$ cat config.mk
export PLATFORM = sky130hd
export DESIGN_NAME = morse_dictionary_match_flat
export DESIGN_NICKNAME = d
export VERILOG_FILES = /design/src/rtl/mdm_pkg.sv /design/src/rtl/mdm_in_if.sv /design/src/rtl/mdm_out_if.sv /design/src/rtl/morse_dictionary_match.sv /design/src/rtl/mdm_ram.sv /design/src/rtl/mdm_datapath.sv /design/src/rtl/mdm_controller.sv /design/src/flat_wrapper.sv
export SDC_FILE = /design/constraint.sdc
export NUM_CORES = 1
export LEC_CHECK = 0
export ABC_AREA = 1
export BUFFER_PORTS_ARGS = -buffer_cell sky130_fd_sc_hd__buf_2
export CAP_MARGIN = 20
export CORE_ASPECT_RATIO = 1.1
export CORE_MARGIN = 2
export CORE_UTILIZATION = 55
export DETAILED_ROUTE_END_ITERATION = 12
export PLACE_DENSITY = 0.72
export SYNTH_ARGS = -nofsm -noshare
export SYNTH_HDL_FRONTEND = slang
export SYNTH_SLANG_ARGS = --single-unit
$ cat constraint.sdc
create_clock -name clk -period 5.4 [get_ports clk]
set_clock_uncertainty 0.05 [all_clocks]
set_input_delay 0.81 -clock clk [delete_from_list [all_inputs] [get_ports clk]]
set_output_delay 0.81 -clock clk [all_outputs]
set_load 0.1 [all_outputs]
$ cat src/rtl/mdm_pkg.sv
// package: codes, types and the letter code table of the morse dictionary block
package mdm_pkg;

    localparam int MAX_SYMBOLS_DEF  = 64;
    localparam int DICT_ENTRIES_DEF = 16;

    localparam logic FUNC_LOAD  = 1'b0;
    localparam logic FUNC_QUERY = 1'b1;

    localparam logic KIND_SYMBOL = 1'b0;
    localparam logic KIND_ANSWER = 1'b1;

    typedef enum logic [2:0] {
        ST_IDLE,
        ST_EMIT,
        ST_QCHK,
        ST_READ,
        ST_CMP,
        ST_ANSWER
    } mdm_state_t;

    // commands from controller to datapath
    typedef struct packed {
        logic load_take;
        logic query_take;
        logic emit;
        logic scan_start;
        logic rd_issue;
        logic scan_next;
        logic answer;
    } mdm_cmd_t;

    // status from datapath to controller
    typedef struct packed {
        logic slot_free;
        logic emit_end;
        logic q_over;
        logic dict_empty;
        logic hit;
        logic scan_last;
    } mdm_sts_t;

    typedef struct packed {
        logic       valid;
        logic [2:0] len;
        logic [3:0] bits;
    } mdm_code_t;

    // bit j of bits is symbol j, 1 = dash
    function automatic mdm_code_t mdm_code(input logic [4:0] letter);
        mdm_code_t c;
        c.valid = 1'b1;
        unique case (letter)
            5'd0:    begin c.bits = 4'd2;  c.len = 3'd2; end
            5'd1:    begin c.bits = 4'd1;  c.len = 3'd4; end
            5'd2:    begin c.bits = 4'd5;  c.len = 3'd4; end
            5'd3:    begin c.bits = 4'd1;  c.len = 3'd3; end
            5'd4:    begin c.bits = 4'd0;  c.len = 3'd1; end
            5'd5:    begin c.bits = 4'd4;  c.len = 3'd4; end
            5'd6:    begin c.bits = 4'd3;  c.len = 3'd3; end
            5'd7:    begin c.bits = 4'd0;  c.len = 3'd4; end
            5'd8:    begin c.bits = 4'd0;  c.len = 3'd2; end
            5'd9:    begin c.bits = 4'd14; c.len = 3'd4; end
            5'd10:   begin c.bits = 4'd5;  c.len = 3'd3; end
            5'd11:   begin c.bits = 4'd2;  c.len = 3'd4; end
            5'd12:   begin c.bits = 4'd3;  c.len = 3'd2; end
            5'd13:   begin c.bits = 4'd1;  c.len = 3'd2; end
            5'd14:   begin c.bits = 4'd7;  c.len = 3'd3; end
            5'd15:   begin c.bits = 4'd6;  c.len = 3'd4; end
            5'd16:   begin c.bits = 4'd11; c.len = 3'd4; end
            5'd17:   begin c.bits = 4'd2;  c.len = 3'd3; end
            5'd18:   begin c.bits = 4'd0;  c.len = 3'd3; end
            5'd19:   begin c.bits = 4'd1;  c.len = 3'd1; end
            5'd20:   begin c.bits = 4'd4;  c.len = 3'd3; end
            5'd21:   begin c.bits = 4'd8;  c.len = 3'd4; end
            5'd22:   begin c.bits = 4'd6;  c.len = 3'd3; end
            5'd23:   begin c.bits = 4'd9;  c.len = 3'd4; end
            5'd24:   begin c.bits = 4'd13; c.len = 3'd4; end
            5'd25:   begin c.bits = 4'd3;  c.len = 3'd4; end
            default: begin c.bits = 4'd0;  c.len = 3'd1; c.valid = 1'b0; end
        endcase
        return c;
    endfunction

endpackage

$ cat src/rtl/mdm_in_if.sv
// input channel: letters and query symbols
interface mdm_in_if;
    logic       valid;
    logic       ready;
    logic       func;
    logic [4:0] letter;
    logic       symbol;
    logic       last;

    modport source (output valid, func, letter, symbol, last, input ready);
    modport sink   (input valid, func, letter, symbol, last, output ready);
endinterface

$ cat src/rtl/mdm_out_if.sv
// output channel: encoded symbols and query answers
interface mdm_out_if;
    logic valid;
    logic ready;
    logic kind;
    logic code_symbol;
    logic end_of_run;
    logic found;
    logic overflow;

    modport source (output valid, kind, code_symbol, end_of_run, found, overflow,
                    input ready);
    modport sink   (input valid, kind, code_symbol, end_of_run, found, overflow,
                    output ready);
endinterface

$ cat src/rtl/morse_dictionary_match.sv
// top level: morse encoder with dictionary store and query match
// load item: accepted in idle, then one encoded symbol per cycle (1 to 4) while the output slot is free
// query symbol not last: accepted, no result; last symbol: an answer after a scan of the entries,
// each entry costing one store read and one compare; the scan stops at a hit or the last entry
// one item is in work at a time; the output register frees the input side once loaded
// reset clears the dictionary count, word and query builders; no clearing pass is needed
module morse_dictionary_match
    import mdm_pkg::*;
#(
    parameter int MAX_SYMBOLS  = MAX_SYMBOLS_DEF,
    parameter int DICT_ENTRIES = DICT_ENTRIES_DEF
) (
    input logic           clk,
    input logic           rst_n,
    mdm_in_if.sink        item_ch,
    mdm_out_if.source     result_ch
);

    // controller and datapath talk only through these
    mdm_cmd_t cmd;
    mdm_sts_t sts;

    mdm_controller u_ctrl (
        .clk        (clk),
        .rst_n      (rst_n),
        .item_valid (item_ch.valid),
        .item_func  (item_ch.func),
        .item_last  (item_ch.last),
        .item_ready (item_ch.ready),
        .sts        (sts),
        .cmd        (cmd)
    );

    // word builder, query builder, entry store and output register
    mdm_datapath #(
        .MAX_SYMBOLS  (MAX_SYMBOLS),
        .DICT_ENTRIES (DICT_ENTRIES)
    ) u_dp (
        .clk             (clk),
        .rst_n           (rst_n),
        .cmd             (cmd),
        .sts             (sts),
        .letter          (item_ch.letter),
        .symbol          (item_ch.symbol),
        .last            (item_ch.last),
        .out_ready       (result_ch.ready),
        .out_valid       (result_ch.valid),
        .out_kind        (result_ch.kind),
        .out_code_symbol (result_ch.code_symbol),
        .out_end_of_run  (result_ch.end_of_run),
        .out_found       (result_ch.found),
        .out_overflow    (result_ch.overflow)
    );

endmodule

$ cat src/rtl/mdm_ram.sv
// generic single write port ram with registered read
module mdm_ram #(
    parameter int WIDTH = 8,
    parameter int DEPTH = 16,
    localparam int ADDR_W = (DEPTH > 1) ? $clog2(DEPTH) : 1
) (
    input  logic              clk,
    input  logic              wr_en,
    input  logic [ADDR_W-1:0] wr_addr,
    input  logic [WIDTH-1:0]  wr_data,
    input  logic              rd_en,
    input  logic [ADDR_W-1:0] rd_addr,
    output logic [WIDTH-1:0]  rd_data
);

    logic [WIDTH-1:0] mem [DEPTH];

    always_ff @(posedge clk)
    begin
        if (wr_en)
        begin
            mem[wr_addr] <= wr_data;
        end
        if (rd_en)
        begin
            rd_data <= mem[rd_addr];
        end
    end

endmodule

$ cat src/rtl/mdm_datapath.sv
// datapath: code table, word and query builders, dictionary store, output register
module mdm_datapath
    import mdm_pkg::*;
#(
    parameter int MAX_SYMBOLS  = MAX_SYMBOLS_DEF,
    parameter int DICT_ENTRIES = DICT_ENTRIES_DEF
) (
    input  logic      clk,
    input  logic      rst_n,
    input  mdm_cmd_t  cmd,
    output mdm_sts_t  sts,
    input  logic [4:0] letter,
    input  logic      symbol,
    input  logic      last,
    input  logic      out_ready,
    output logic      out_valid,
    output logic      out_kind,
    output logic      out_code_symbol,
    output logic      out_end_of_run,
    output logic      out_found,
    output logic      out_overflow
);

    localparam int LEN_W  = $clog2(MAX_SYMBOLS + 1);
    localparam int CNT_W  = $clog2(DICT_ENTRIES + 1);
    localparam int ADDR_W = (DICT_ENTRIES > 1) ? $clog2(DICT_ENTRIES) : 1;
    localparam int WORD_W = MAX_SYMBOLS + LEN_W;

    mdm_code_t              code;
    logic [3:0]             code_bits_reg, code_bits_next;
    logic [2:0]             code_len_reg, code_len_next;
    logic [1:0]             sym_idx_reg, sym_idx_next;
    logic                   word_last_reg, word_last_next;
    logic                   bad_reg, bad_next;
    logic [MAX_SYMBOLS-1:0] build_pat_reg, build_pat_next;
    logic [LEN_W-1:0]       build_len_reg, build_len_next;
    logic                   build_over_reg, build_over_next;
    logic                   drop_reg, drop_next;
    logic [CNT_W-1:0]       count_reg, count_next;
    logic [MAX_SYMBOLS-1:0] qry_pat_reg, qry_pat_next;
    logic [LEN_W-1:0]       qry_len_reg, qry_len_next;
    logic                   qry_over_reg, qry_over_next;
    logic [ADDR_W-1:0]      scan_idx_reg, scan_idx_next;
    logic                   found_reg, found_next;
    logic                   out_valid_reg, out_valid_next;
    logic                   out_kind_reg, out_kind_next;
    logic                   out_sym_reg, out_sym_next;
    logic                   out_end_reg, out_end_next;
    logic                   out_found_reg, out_found_next;
    logic                   out_ovf_reg, out_ovf_next;

    logic                   cur_sym;
    logic                   sym_room;
    logic                   emit_end;
    logic                   dict_full;
    logic                   word_drop;
    logic                   store;
    logic                   q_room;
    logic [MAX_SYMBOLS-1:0] app_pat;
    logic [LEN_W-1:0]       app_len;
    logic [WORD_W-1:0]      rd_word;
    logic [MAX_SYMBOLS-1:0] rd_pat;
    logic [LEN_W-1:0]       rd_len;

    assign code      = mdm_code(letter);
    assign cur_sym   = code_bits_reg[sym_idx_reg];
    assign sym_room  = build_len_reg < LEN_W'(MAX_SYMBOLS);
    assign emit_end  = ({1'b0, sym_idx_reg} + 3'd1) == code_len_reg;
    assign dict_full = count_reg >= CNT_W'(DICT_ENTRIES);
    assign word_drop = drop_reg || bad_reg || build_over_reg || dict_full ||
                       (!sym_room && !bad_reg);
    assign store     = cmd.emit && emit_end && word_last_reg && !word_drop;
    assign q_room    = qry_len_reg < LEN_W'(MAX_SYMBOLS);
    // word with the current symbol appended
    assign app_pat   = build_pat_reg | (MAX_SYMBOLS'(cur_sym) << build_len_reg);
    assign app_len   = build_len_reg + LEN_W'(1);
    assign rd_pat    = rd_word[MAX_SYMBOLS-1:0];
    assign rd_len    = rd_word[WORD_W-1:MAX_SYMBOLS];

    always_comb
    begin
        code_bits_next  = code_bits_reg;
        code_len_next   = code_len_reg;
        sym_idx_next    = sym_idx_reg;
        word_last_next  = word_last_reg;
        bad_next        = bad_reg;
        build_pat_next  = build_pat_reg;
        build_len_next  = build_len_reg;
        build_over_next = build_over_reg;
        drop_next       = drop_reg;
        count_next      = count_reg;
        qry_pat_next    = qry_pat_reg;
        qry_len_next    = qry_len_reg;
        qry_over_next   = qry_over_reg;
        scan_idx_next   = scan_idx_reg;
        found_next      = found_reg;
        out_valid_next  = out_valid_reg && !out_ready;
        out_kind_next   = out_kind_reg;
        out_sym_next    = out_sym_reg;
        out_end_next    = out_end_reg;
        out_found_next  = out_found_reg;
        out_ovf_next    = out_ovf_reg;

        if (cmd.load_take)
        begin
            code_bits_next = code.bits;
            code_len_next  = code.len;
            sym_idx_next   = 2'd0;
            word_last_next = last;
            bad_next       = !code.valid;
        end

        if (cmd.emit)
        begin
            // an invalid letter emits one dot flagged as overflow, appends nothing
            if (!bad_reg)
            begin
                if (sym_room)
                begin
                    build_pat_next = app_pat;
                    build_len_next = app_len;
                end
                else
                begin
                    build_over_next = 1'b1;
                end
            end
            else
            begin
                drop_next = 1'b1;
            end
            sym_idx_next   = sym_idx_reg + 2'd1;
            out_valid_next = 1'b1;
            out_kind_next  = KIND_SYMBOL;
            out_sym_next   = cur_sym;
            out_end_next   = emit_end;
            out_found_next = 1'b0;
            out_ovf_next   = bad_reg || (!sym_room && !bad_reg) ||
                             (emit_end && word_last_reg && (word_drop || bad_reg));
            if (store)
            begin
                count_next = count_reg + CNT_W'(1);
            end
            // word ends: clear builder
            if (emit_end && word_last_reg)
            begin
                build_pat_next  = '0;
                build_len_next  = '0;
                build_over_next = 1'b0;
                drop_next       = 1'b0;
            end
        end

        if (cmd.query_take)
        begin
            if (q_room)
            begin
                qry_pat_next = qry_pat_reg | (MAX_SYMBOLS'(symbol) << qry_len_reg);
                qry_len_next = qry_len_reg + LEN_W'(1);
            end
            else
            begin
                qry_over_next = 1'b1;
            end
        end

        if (cmd.scan_start)
        begin
            scan_idx_next = '0;
            found_next    = 1'b0;
        end

        if (cmd.scan_next)
        begin
            scan_idx_next = scan_idx_reg + ADDR_W'(1);
            found_next    = sts.hit;
        end

        if (cmd.answer)
        begin
            out_valid_next = 1'b1;
            out_kind_next  = KIND_ANSWER;
            out_sym_next   = 1'b0;
            out_end_next   = 1'b0;
            out_found_next = found_reg && !qry_over_reg;
            out_ovf_next   = qry_over_reg;
            qry_pat_next   = '0;
            qry_len_next   = '0;
            qry_over_next  = 1'b0;
        end
    end

    always_ff @(posedge clk or negedge rst_n)
    begin
        if (!rst_n)
        begin
            sym_idx_reg    <= '0;
            word_last_reg  <= 1'b0;
            bad_reg        <= 1'b0;
            build_pat_reg  <= '0;
            build_len_reg  <= '0;
            build_over_reg <= 1'b0;
            drop_reg       <= 1'b0;
            count_reg      <= '0;
            qry_pat_reg    <= '0;
            qry_len_reg    <= '0;
            qry_over_reg   <= 1'b0;
            scan_idx_reg   <= '0;
            found_reg      <= 1'b0;
            out_valid_reg  <= 1'b0;
        end
        else
        begin
            sym_idx_reg    <= sym_idx_next;
            word_last_reg  <= word_last_next;
            bad_reg        <= bad_next;
            build_pat_reg  <= build_pat_next;
            build_len_reg  <= build_len_next;
            build_over_reg <= build_over_next;
            drop_reg       <= drop_next;
            count_reg      <= count_next;
            qry_pat_reg    <= qry_pat_next;
            qry_len_reg    <= qry_len_next;
            qry_over_reg   <= qry_over_next;
            scan_idx_reg   <= scan_idx_next;
            found_reg      <= found_next;
            out_valid_reg  <= out_valid_next;
        end
    end

    always_ff @(posedge clk)
    begin
        code_bits_reg <= code_bits_next;
        code_len_reg  <= code_len_next;
        out_kind_reg  <= out_kind_next;
        out_sym_reg   <= out_sym_next;
        out_end_reg   <= out_end_next;
        out_found_reg <= out_found_next;
        out_ovf_reg   <= out_ovf_next;
    end

    mdm_ram #(
        .WIDTH (WORD_W),
        .DEPTH (DICT_ENTRIES)
    ) u_store (
        .clk     (clk),
        .wr_en   (store),
        .wr_addr (count_reg[ADDR_W-1:0]),
        .wr_data ({app_len, app_pat}),
        .rd_en   (cmd.rd_issue),
        .rd_addr (scan_idx_reg),
        .rd_data (rd_word)
    );

    always_comb
    begin
        sts.slot_free  = !out_valid_reg || out_ready;
        sts.emit_end   = emit_end;
        sts.q_over     = qry_over_reg;
        sts.dict_empty = count_reg == '0;
        sts.hit        = (rd_len == qry_len_reg) && (rd_pat == qry_pat_reg);
        sts.scan_last  = ({{(CNT_W-ADDR_W){1'b0}}, scan_idx_reg} + CNT_W'(1)) == count_reg;
    end

    assign out_valid       = out_valid_reg;
    assign out_kind        = out_kind_reg;
    assign out_code_symbol = out_sym_reg;
    assign out_end_of_run  = out_end_reg;
    assign out_found       = out_found_reg;
    assign out_overflow    = out_ovf_reg;

endmodule

$ cat src/rtl/mdm_controller.sv
// controller: state machine sequencing letter emission and dictionary scan
module mdm_controller
    import mdm_pkg::*;
(
    input  logic     clk,
    input  logic     rst_n,
    input  logic     item_valid,
    input  logic     item_func,
    input  logic     item_last,
    output logic     item_ready,
    input  mdm_sts_t sts,
    output mdm_cmd_t cmd
);

    mdm_state_t state_reg, state_next;

    always_comb
    begin
        state_next = state_reg;
        unique case (state_reg)
            ST_IDLE:
            begin
                if (item_valid)
                begin
                    if (item_func == FUNC_LOAD)
                    begin
                        state_next = ST_EMIT;
                    end
                    else if (item_last)
                    begin
                        state_next = ST_QCHK;
                    end
                end
            end
            ST_EMIT:
            begin
                if (sts.slot_free && sts.emit_end)
                begin
                    state_next = ST_IDLE;
                end
            end
            ST_QCHK:
            begin
                state_next = (sts.q_over || sts.dict_empty) ? ST_ANSWER : ST_READ;
            end
            ST_READ:
            begin
                state_next = ST_CMP;
            end
            ST_CMP:
            begin
                state_next = (sts.hit || sts.scan_last) ? ST_ANSWER : ST_READ;
            end
            ST_ANSWER:
            begin
                if (sts.slot_free)
                begin
                    state_next = ST_IDLE;
                end
            end
            default:
            begin
                state_next = ST_IDLE;
            end
        endcase
    end

    always_comb
    begin
        cmd        = '0;
        item_ready = 1'b0;
        unique case (state_reg)
            ST_IDLE:
            begin
                item_ready     = 1'b1;
                cmd.load_take  = item_valid && (item_func == FUNC_LOAD);
                cmd.query_take = item_valid && (item_func == FUNC_QUERY);
            end
            ST_EMIT:
            begin
                cmd.emit = sts.slot_free;
            end
            ST_QCHK:
            begin
                cmd.scan_start = 1'b1;
            end
            ST_READ:
            begin
                cmd.rd_issue = 1'b1;
            end
            ST_CMP:
            begin
                cmd.scan_next = 1'b1;
            end
            ST_ANSWER:
            begin
                cmd.answer = sts.slot_free;
            end
            default:
            begin
                cmd = '0;
            end
        endcase
    end

    always_ff @(posedge clk or negedge rst_n)
    begin
        if (!rst_n)
        begin
            state_reg <= ST_IDLE;
        end
        else
        begin
            state_reg <= state_next;
        end
    end

endmodule

$ cat src/flat_wrapper.sv
// flat-port wrapper written by rule: the top's interface ports become plain ports
module morse_dictionary_match_flat import mdm_pkg::*;
#(
    parameter int MAX_SYMBOLS  = MAX_SYMBOLS_DEF,
    parameter int DICT_ENTRIES = DICT_ENTRIES_DEF
)
  (clk, rst_n, item_ch_valid, item_ch_func, item_ch_letter, item_ch_symbol, item_ch_last, item_ch_ready, result_ch_valid, result_ch_kind, result_ch_code_symbol, result_ch_end_of_run, result_ch_found, result_ch_overflow, result_ch_ready);
  mdm_in_if item_ch_i ();
  mdm_out_if result_ch_i ();
  input logic clk;
  input logic rst_n;
  input wire logic [$bits(item_ch_i.valid)-1:0] item_ch_valid;
  input wire logic [$bits(item_ch_i.func)-1:0] item_ch_func;
  input wire logic [$bits(item_ch_i.letter)-1:0] item_ch_letter;
  input wire logic [$bits(item_ch_i.symbol)-1:0] item_ch_symbol;
  input wire logic [$bits(item_ch_i.last)-1:0] item_ch_last;
  output wire logic [$bits(item_ch_i.ready)-1:0] item_ch_ready;
  output wire logic [$bits(result_ch_i.valid)-1:0] result_ch_valid;
  output wire logic [$bits(result_ch_i.kind)-1:0] result_ch_kind;
  output wire logic [$bits(result_ch_i.code_symbol)-1:0] result_ch_code_symbol;
  output wire logic [$bits(result_ch_i.end_of_run)-1:0] result_ch_end_of_run;
  output wire logic [$bits(result_ch_i.found)-1:0] result_ch_found;
  output wire logic [$bits(result_ch_i.overflow)-1:0] result_ch_overflow;
  input wire logic [$bits(result_ch_i.ready)-1:0] result_ch_ready;
  assign item_ch_i.valid = item_ch_valid;
  assign item_ch_i.func = item_ch_func;
  assign item_ch_i.letter = item_ch_letter;
  assign item_ch_i.symbol = item_ch_symbol;
  assign item_ch_i.last = item_ch_last;
  assign item_ch_ready = item_ch_i.ready;
  assign result_ch_valid = result_ch_i.valid;
  assign result_ch_kind = result_ch_i.kind;
  assign result_ch_code_symbol = result_ch_i.code_symbol;
  assign result_ch_end_of_run = result_ch_i.end_of_run;
  assign result_ch_found = result_ch_i.found;
  assign result_ch_overflow = result_ch_i.overflow;
  assign result_ch_i.ready = result_ch_ready;
  morse_dictionary_match #(.MAX_SYMBOLS(MAX_SYMBOLS), .DICT_ENTRIES(DICT_ENTRIES)) u_core (.clk(clk), .rst_n(rst_n), .item_ch(item_ch_i), .result_ch(result_ch_i));
endmodule
* Word level (Yosys, flattened, before mapping) *
Memory sizes are Yosys's and may differ from the RTL's. A register that Yosys moved wholly into a read port is not among the register bits.
Index checks and enable logic that the tools add are counted.

cells by class
  add/subtract/negate cells = 7
  order comparisons = 4
  equal/unequal tests = 41
  shift operators = 2
  mux-type cells = 53
  bitwise gates (word level) = 3
  reduce and logical (&&, ||, !) cells = 47

operators with widths
  cell                 count
  $mux 64              6
  $pmux 7 s25          1
  $or 64x64->64        2
  $shl 1x7->64         2
  $eq 64x64->1         1
  $eq 5x5->1 const B   10
  $mux 7               6
  $eq 5x4->1 const B   8
  $mux 1               26
  $reduce_or 26->1     1
  $mux 3               7
  $eq 5x3->1 const B   4
  $pmux 3 s6           1
  $add 7x1->7 const B  2
  $lt 7x7->1 const B   2
  $reduce_bool 2->1    7
  $logic_and 1x1->1    12
  $eq 5x2->1 const B   2
  $logic_not 5->1      2
  $logic_or 1x1->1     10
  $mux 4               2
  $reduce_and 2->1     4
  $eq 7x7->1           1
  $logic_not 1->1      7
  other kinds (22)     31

storage, ports and cells
  bits in registers = 175
  RAM bits = 1,136
  output and inout bits = 7
  logic and storage cells = 180
  memories = 1

memory list
  name                     depth  width  read ports  clocked after memory_dff  wr ports  RTL line       source
  u_core.u_dp.u_store.mem  16     71     1           1                         1         mdm_ram.sv:16  logic [WIDTH-1:0] mem [DEPTH];

* Longest topological paths before layout *
Gate-level depths: netlist of the first run.

  depth in word-level cells = 9
  depth in mapped cells = 13
  gate-level depth less buffers = 12

* Cells and area by module *
Synthesis of the first run repeated with hierarchy kept, for this count alone.

second synthesis, totals
  cell total of the unflattened synthesis = 6,001
  area total of the unflattened synthesis = 60,581.9 um2

by module, submodules not included
  module          instances  cells each  area each (um2)
  mdm_ram         1          4,667       50,586.0
  mdm_datapath    1          1,289       9,705.6
  mdm_controller  1          45          290.3

* Least setup slack after synthesis of the first run *
Ideal clock, no wire load.

  path kind = register to register
  from = reg u_core.u_ctrl.state_reg[2]
  to = reg u_core.u_dp.u_store.rd_data[0] (read register of u_core.u_dp.u_store.mem) (enable)
  arrival = 5.330 ns
  path slack = -0.567 ns
  cell stages (with the launch flop) = 2
  buffers on the path = 0
  cells stage by stage = dfrtp_1 nor3_1

between the ends
  word-level cells in the longest chain between the ends = 2

RTL lines
  item                    RTL line               source
  from (decl)             mdm_controller.sv:15   mdm_state_t state_reg, state_next;
  from (signal assigned)  mdm_controller.sv:114  state_reg <= state_next;
  $eq 3x2->1              mdm_controller.sv:72   unique case (state_reg)
  $mux 1                  mdm_controller.sv:72
  to (decl)               mdm_ram.sv:13          output logic [WIDTH-1:0] rd_data

Every way passes these cells.
A chain may end at the register's enable or synchronous reset.

* Worst setup path after layout of the first run *
  from = reg u_core.u_dp.sym_idx_reg[0]
  to = mem u_core.u_dp.u_store.mem[1][53] (netlist name) (enable)

between the ends
  word-level cells in the longest chain between the ends = 7

RTL lines
  item                             RTL line             source
  from (decl)                      mdm_datapath.sv:32   logic [1:0] sym_idx_reg, sym_idx_next;
  from (signal assigned)           mdm_datapath.sv:214  sym_idx_reg <= sym_idx_next;
  $add 2x1->3                      mdm_datapath.sv:68   assign emit_end = ({1'b0, sym_idx_reg} + 3'd1) == code_len_reg;
  $eq 3x3->1                       mdm_datapath.sv:68
  $logic_and 1x1->1 (3 in series)  mdm_datapath.sv:72   assign store = cmd.emit && emit_end && word_last_reg && !word_drop;
  $mux 1                           mdm_ram.sv:20        if (wr_en)
  $mux 1 (not written as such)     mdm_ram.sv:22        mem[wr_addr] <= wr_data;
  to (decl)                        mdm_ram.sv:16

Every way passes these cells.

==> impl_metrics.yaml, run 1 <==
sta:
  rsz0062_at_grt: "false"
  setup_viol_count_final: 0
  period_share: 0.6397
  relSlewSlack: 0.2456
  fmax_mhz: 289.5
  period_minus_slack_ns: 3.454
  hold_violations: 0
  tns_ns: 0
  slew_violations: 0
  tightest_slew_ns: 1.128
routing:
  wire_per_inst_um: 23.41
  first_pass_iters: 5
  viasPerCell: 6.136
  ant_nets: 0
  drc: 0
  first_iter_violations: 4513
  routed_wirelength_um: 140400
  vias: 36800
die:
  start_util: 0.5530
  die-height_um: 337.0
  die-area_um2: 103400
  io-pin-count: 19
  dieWidth_um: 306.8
  rows: 122
  core_area_um2: 100300
synth:
  synth_area_um2: 55460
  synth_area_per_cell_um2: 12.10
  synth-seq-area-share: 0.7331
  synth-xor-area-share: 0.007265
  synthCells: 4584
  synth_compound_area_frac: 0.1284
  synth_top_family_by_area: "compound AO/OA/AOI/OAI gates"
  ys_ff_latch: 1382
  yosys_warnings: 0
  synthAdderAreaFrac: 0.001805
  synth_cell_type_count: 41
  synthSimpleGateAreaFrac: 0.09088
  syn_nets: 4604
  synthMuxAreaShare: 0
cells_and_area:
  fillCellCount: 7510
  top_regs: "u_core.u_dp.u_store.mem: 1136 flops, u_core.u_dp.u_store.rd_data: 71 flops"
  nets: 4610
  drive_gt1_frac: 0.07900
  fin_util: 0.6139
  area_growth_pct: 11.01
  largest_reg_flops: 1136
  antennaDiodeCount: 0
  regMostFlops: "u_core.u_dp.u_store.mem"
cts:
  cts.sinks: 1382
  post_cts_buffers: 0
  cts_tree: "built"
  clkLatencyLatePin_ns: 0.76
  clock_path_buffers: 3
  htreeDepth: 4
  path_clk_slew_ns: 0.06
  cts-root-buf: "clkbuf_16"
  cts-buffers-inserted: 134
setup_path:
  critPathMostFrequentCell: "nor2_4"
  crit_type: "flip-flop to flip-flop"
  required_ns: 5.71
  crit_start: "u_core.u_dp.sym_idx_reg[0]"
  slowest_delay_ns: 0.75
  path_cells: "ha_1 -> xnor2_1 -> nand3_2 -> nor2_4 -> nand2_4 -> nor3_4 -> nand2_1 -> nor2_4 -> buf_4"
  arrival_ns: 3.76
  slowest_stage: "buf_4"
  r2r_cells: 9
  endpoint: "u_core.u_dp.u_store.mem[1][53]"
  rr_startpoint: "u_core.u_dp.sym_idx_reg[0]"
  end_kind: "flip-flop"
  crit_fanout: 48
  rrSetupSlack_ns: 1.95
  regToRegEndpoint: "u_core.u_dp.u_store.mem[1][53]"
  worst_setup_path_start_kind: "flip-flop"
power_and_ir_drop:
  ir_drop_mv: 0.4246
  switching_share: 0.3278
  comb_power_share: 0.238
  seq_power_share: 0.448
  leakage_uw: 0.02140
  power_density_nw_per_um2: 465.4
  p_int_uw: 19260
  clkPwrFrac: 0.314
  p_sw_uw: 9392
run_status:
  status: "finished clean"
run:
  cap_viol_max_count: 0
global_route:
  grt_pass1_wl_um: 211600
  grt_antenna_before_repair: 0
  grt_overflow: 0
  track_usage: 0.2705
  grt_pass1_vias: 35710
  grt_start_max_net_pins: 174
hold_path:
  worstHoldPathType: "input pin to flip-flop"
placement:
  place_congestion: 0.9430
  hpwl_um: 76960
  portBuffers: 18
-- layout by cell type, fill, tap and decap left out, types with 18 or more instances in the layout --
cell type     n
nand2_1     343
clkbuf_1     30
nor2_4       19
clkinv_2     19
clkbuf_16   137
o21ai_0     769
o21ai_1      46
buf_4       113
o22ai_1     351
edfxtp_1   1216
clkinv_1     37
nor2_1      834
a21oi_1     106
inv_1       250
xnor2_1      31
dfrtp_1     159
nand3_1      56
nor3_1       18
-- critical path, delay by kind of cell, from the launching register on --
kind                     cells  cell delay, ns
XOR/XNOR                     1            0.21
buffers and inverters        1            0.75
adder cells (fa/ha/maj)      1            0.34
flip-flops                   1            0.44
AND/OR/NAND/NOR              6            1.21
-- per-layer routing --
| metal | up-vias | global-route usage | share of wire |
|---|---|---|---|
| met4 | 0 | 0.1108 | 0.035 |
| met3 | 304 | 0.04425 | 0.083 |
| met5 | - | 0 | 0 |
| met2 | 1839 | 0.4554 | 0.49 |
| li1 | 16430 | - | - |
| met1 | 18230 | 0.3524 | 0.39 |
-- through the flow --
stage          total power, uW  hold WS (ns)  cell area, um^2  std cells  setup WS, ns
2_1_floorplan            17610        0.4156            55460       4584       0.09298
3_3_place_gp             19570        0.4129            57220       5740         1.664
3_5_place_dp             19740        0.4084            57240       5743         1.595
4_1_cts                  28650        0.2294            61460       5986         1.673
5_1_grt                  29850        0.2663            61560       5998         1.702
6_report                 28650        0.2660            61560       5998         1.946
-- repair_timing --
action                                 in CTS  in global routing
hold buffers                                1                  0
endpoints found under the hold margin       2                  0
gates resized for setup                     0                  0
-- power by group through the flow --
stage	logic, uW	registers [uW]	clock network (uW)
6_report	6810	12900	8990
5_1_grt	7480	12900	9490
2_1_floorplan	4740	12900	0
3_5_place_dp	6680	13100	0
3_3_place_gp	6520	13000	0
4_1_cts	6720	12800	9090
-- area by class of cell --
class	instances	area, um^2	area share
clock buffers	169	3568	0.05796
multi-input cells	2660	12800	0.2080
well taps	1302	1629	0.02646
flip-flops and latches	1382	40670	0.6606
inverters	266	1020	0.01656
clock inverters	73	638.1	0.01037
repair buffers	146	1237	0.02010
-- cells by family after synthesis --
family / Yosys count
compound gates: 1314
xor+xnor: 46
fa+ha+maj: 8
buf+inv: 542
flops: 1382
simple gates: 1292
-- cell usage after synthesis (all sizes together) --
master / n / area share
a21oi: 106 / 0.0096
clkinv: 6 / 0.00041
nor2: 856 / 0.058
nand4: 8 / 0.00090
inv: 260 / 0.018
ha: 8 / 0.0018
o21a: 16 / 0.0022
o221ai: 1 / 0.00016
a22oi: 12 / 0.0016
nand3: 57 / 0.0052
xnor2: 31 / 0.0049
a31oi: 5 / 0.00056
nor3: 21 / 0.0022
clkbuf: 199 / 0.013
xor2: 15 / 0.0024
a221oi: 2 / 0.00032
edfxtp: 1216 / 0.66
a311oi: 1 / 0.00016
nand2: 347 / 0.024
o21ai: 815 / 0.074
o2111ai: 1 / 0.00016
a211oi: 1 / 0.00014
buf: 77 / 0.0071
dfrtp: 163 / 0.074
nor4: 3 / 0.00045
dfxtp: 3 / 0.0011
o31ai: 3 / 0.00041
o22ai: 351 / 0.040
-- worst min-delay path by stage --
stage / to / from / slack, ns / depth (start not counted)
2_1_floorplan: u_core.u_dp.drop_reg / u_core.u_dp.drop_reg / 0.42 / 2
3_3_place_gp: u_core.u_dp.out_kind / u_core.u_dp.out_kind / 0.41 / 2
3_5_place_dp: u_core.u_dp.out_kind / u_core.u_dp.out_kind / 0.41 / 2
4_1_cts: u_core.u_dp.word_last_reg / item_ch_last / 0.23 / 3
5_1_grt: u_core.u_dp.word_last_reg / item_ch_last / 0.27 / 3
6_report: u_core.u_dp.word_last_reg / item_ch_last / 0.27 / 3
Note: power is estimated with default switching activity, not from simulation.
==> run 2: changes to the inputs <==
- ABC_AREA: 1 -> 0
- clock period: 5.4 -> 2.8 ns (I/O delays scaled with it)
==> run 2 against run 1 <==
Total power increased by 81%. Critical path depth increased by 1. Hold slack got worse by 0.19 ns. Sequential power increased by 89%. Design area increased by 0.61%. Highest routed layer is now met5. Largest power group unchanged. Critical path type unchanged. Global-route usage increased by 0.40 points. Worst setup slack got worse by 1.9 ns. Wire length decreased by 4.1%. Die area decreased by 3.4%. Sequential share of layout area decreased by 0.39 points. Count of clock-buffer cells in the layout increased by 8.
==> impl_metrics.yaml, run 2 <==
synth:
  synth_area_um2: 53530
  synthFlopType: "edfxtp_1"
  synth_top_family_by_area: "multiplexers"
  synth_area_per_cell_um2: 20.97
  synthMuxAreaShare: 0.1504
  synthAdderAreaFrac: 0.001870
  synthSimpleGateAreaFrac: 0.02828
  yosys-top-cells-area: "edfxtp_1 68%, mux4_2 15%, dfrtp_1 7.6%, xnor2_1 1.0%, o21bai_1 0.95%"
  synth-seq-area-share: 0.7595
  synth_compound_area_frac: 0.03422
  async_flop_share: 0.1179
  synth_most_common_cell: "edfxtp_1"
  synth_cell_type_count: 66
  synth-edff-count: 1216
  synth_common_cells: "1216 x edfxtp_1, 356 x mux4_2, 163 x dfrtp_1, 122 x nor2_1, 82 x a21oi_1"
  synthCells: 2553
  yosys_warnings: 0
  syn_nets: 2573
  ys_ff_latch: 1382
  yosys.area.top_type: "edfxtp_1"
  synth-xor-area-share: 0.01522
  synth_top_area_frac: 0.6822
routing:
  first_pass_iters: 7
  first_iter_violations: 3609
  viasPerCell: 6.496
  wire_per_inst_um: 32.23
  routed_wirelength_um: 134700
  vias: 27150
  ant_nets: 0
  drc: 0
global_route:
  track_usage: 0.2745
  grt_pass1_vias: 27540
  grt_pass1_wl_um: 194600
  grt_overflow: 0
  grt_antenna_before_repair: 3
  grt_start_max_net_pins: 74
placement:
  portBuffers: 18
  place_congestion: 0.8871
  place_ws_ns: -0.01082
  hpwl_um: 82560
cells_and_area:
  nets: 2807
  top_regs: "u_core.u_dp.u_store.mem: 1136 flops, u_core.u_dp.u_store.rd_data: 71 flops"
  regMostFlops: "u_core.u_dp.u_store.mem"
  area_growth_pct: 15.72
  final_cell_mix: "1216 x edfxtp_1, 356 x mux4_2, 157 x dfrtp_1"
  largest_reg_flops: 1136
  fin_util: 0.6396
  final_common_cell: "edfxtp_1"
  antennaDiodeCount: 0
  drive_gt1_frac: 0.2850
die:
  start_util: 0.5527
  die-area_um2: 99840
  io-pin-count: 19
  core_area_um2: 96840
  dieWidth_um: 301.5
  die-height_um: 331.2
  rows: 120
power_and_ir_drop:
  power_density_nw_per_um2: 836.5
  ir_drop_mv: 0.7370
  p_sw_uw: 13820
  power_uw: 51810
  p_int_uw: 38000
  seq_power_share: 0.470
  leakage_uw: 0.02030
  clkPwrFrac: 0.356
  comb_power_share: 0.174
  switching_share: 0.2666
hold_path:
  worstHoldPathType: "input pin to flip-flop"
run:
  cap_viol_max_count: 0
setup_path:
  end_kind: "flip-flop"
  crit_fanout: 24
  crit_type: "flip-flop to flip-flop"
  arrival_ns: 3.11
  worst_setup_path_start_kind: "flip-flop"
  required_ns: 3.19
sta:
  hold_violations: 0
  setup_viol_count_final: 0
  fmax_mhz: 367.0
  slew_violations: 0
  tightest_slew_ns: 1.142
  period_minus_slack_ns: 2.725
  relSlewSlack: 0.2374
  timing.final.ws_setup_ns: 0.07513
  period_share: 0.9732
cts:
  htreeDepth: 4
  cts_tree: "built"
  path_clk_slew_ns: 0.06
  cts-buffers-inserted: 135
  cts-root-buf: "clkbuf_16"
  cts.sinks: 1382
  clkLatencyLatePin_ns: 0.75
  clock_path_buffers: 3
run_status:
  status: "finished clean"
-- run 2: critical path, stage by stage (launching register included) --
cell and delay (ns):
dfrtp_2 0.42, buf_4 0.16, ha_4 0.23, xnor2_2 0.20, nand3_2 0.15, nor3_4 0.19, buf_6 0.18, nand2_4 0.12
nor3_4 0.25, buf_12 0.22, buf_16 0.20
-- run 2: cells by family (layout without fill, tap and decap cells) --
group / Yosys count / count (layout)
multiplexers: 359 / 359
AND/OR/NAND/NOR: 304 / 304
flip-flops: 1382 / 1382
AO/OA/AOI/OAI: 269 / 269
buffers and inverters: 138 / 483
adder cells (fa/ha/maj): 8 / 8
XOR/XNOR: 93 / 93
-- run 2: worst paths after layout --
path	endpoint	slack [ns]	from	depth (start not counted)
worst min register to register	u_core.u_dp.build_pat_reg[62]	0.43	u_core.u_dp.build_pat_reg[62]	1
worst min-delay path	u_core.u_dp.code_bits_reg[1]	0.08	item_ch_letter[1]	2
max in group asynchronous	u_core.u_dp.build_pat_reg[40]	1.62	rst_n	3
worst max-delay path	u_core.u_dp.u_store.mem[3][35]	0.08	u_core.u_dp.sym_idx_reg[0]	10
min in group asynchronous	u_core.u_dp.qry_pat_reg[38]	0.22	rst_n	2
worst max register to register	u_core.u_dp.u_store.mem[3][35]	0.08	u_core.u_dp.sym_idx_reg[0]	10
-- run 2: metal layers --
metal,track usage,vias to the layer above,share of wire
met5,0,-,0.000052
met4,0.07738,2,0.026
met3,0.06227,219,0.093
met2,0.4551,1455,0.51
met1,0.3710,14490,0.37
li1,-,10990,-
-- run 2: timing repair --
item	in CTS	in global routing
hold buffers	5	0
endpoints found under the setup margin	66	191
resized for setup	2	8
pin swaps	1	1
buffers inserted	0	4
endpoints found under the hold margin	64	0
gates cloned	1	2
-- run 2: area by class of cell --
| class | count | area [um^2] |
|---|---|---|
| sequential | 1382 | 40670 |
| clock inverter | 71 | 744.5 |
| multi-input combinational | 1033 | 12560 |
| tap | 1281 | 1603 |
| fill | 6192 | 34900 |
| clock buffer | 177 | 3757 |
| inverter | 13 | 48.80 |
| timing repair buffer | 222 | 2557 |
-- run 2: per-stage QoR --
step                      hold WS (ns)  area (um^2)  TNS (ns)  std cells
final                          0.07612        61940         0       4179
after global routing           0.07487        61940   -0.4447       4179
after CTS                      0.03575        61810         0       4172
after detailed placement        0.4252        57230   -0.3064       3918
after global placement          0.4258        57230    -4.463       3918
after floorplan                0.07441        53760   -543.94       2553
-- run 2: power by group through the flow --
stage,sequential (uW),combinational [uW],clock (uW)
detailed placement,24700,8960,0
global placement,24700,8770,0
CTS,24300,9010,18700
global route,24400,9560,19400
floorplan,24400,5850,0
finish,24400,9000,18500
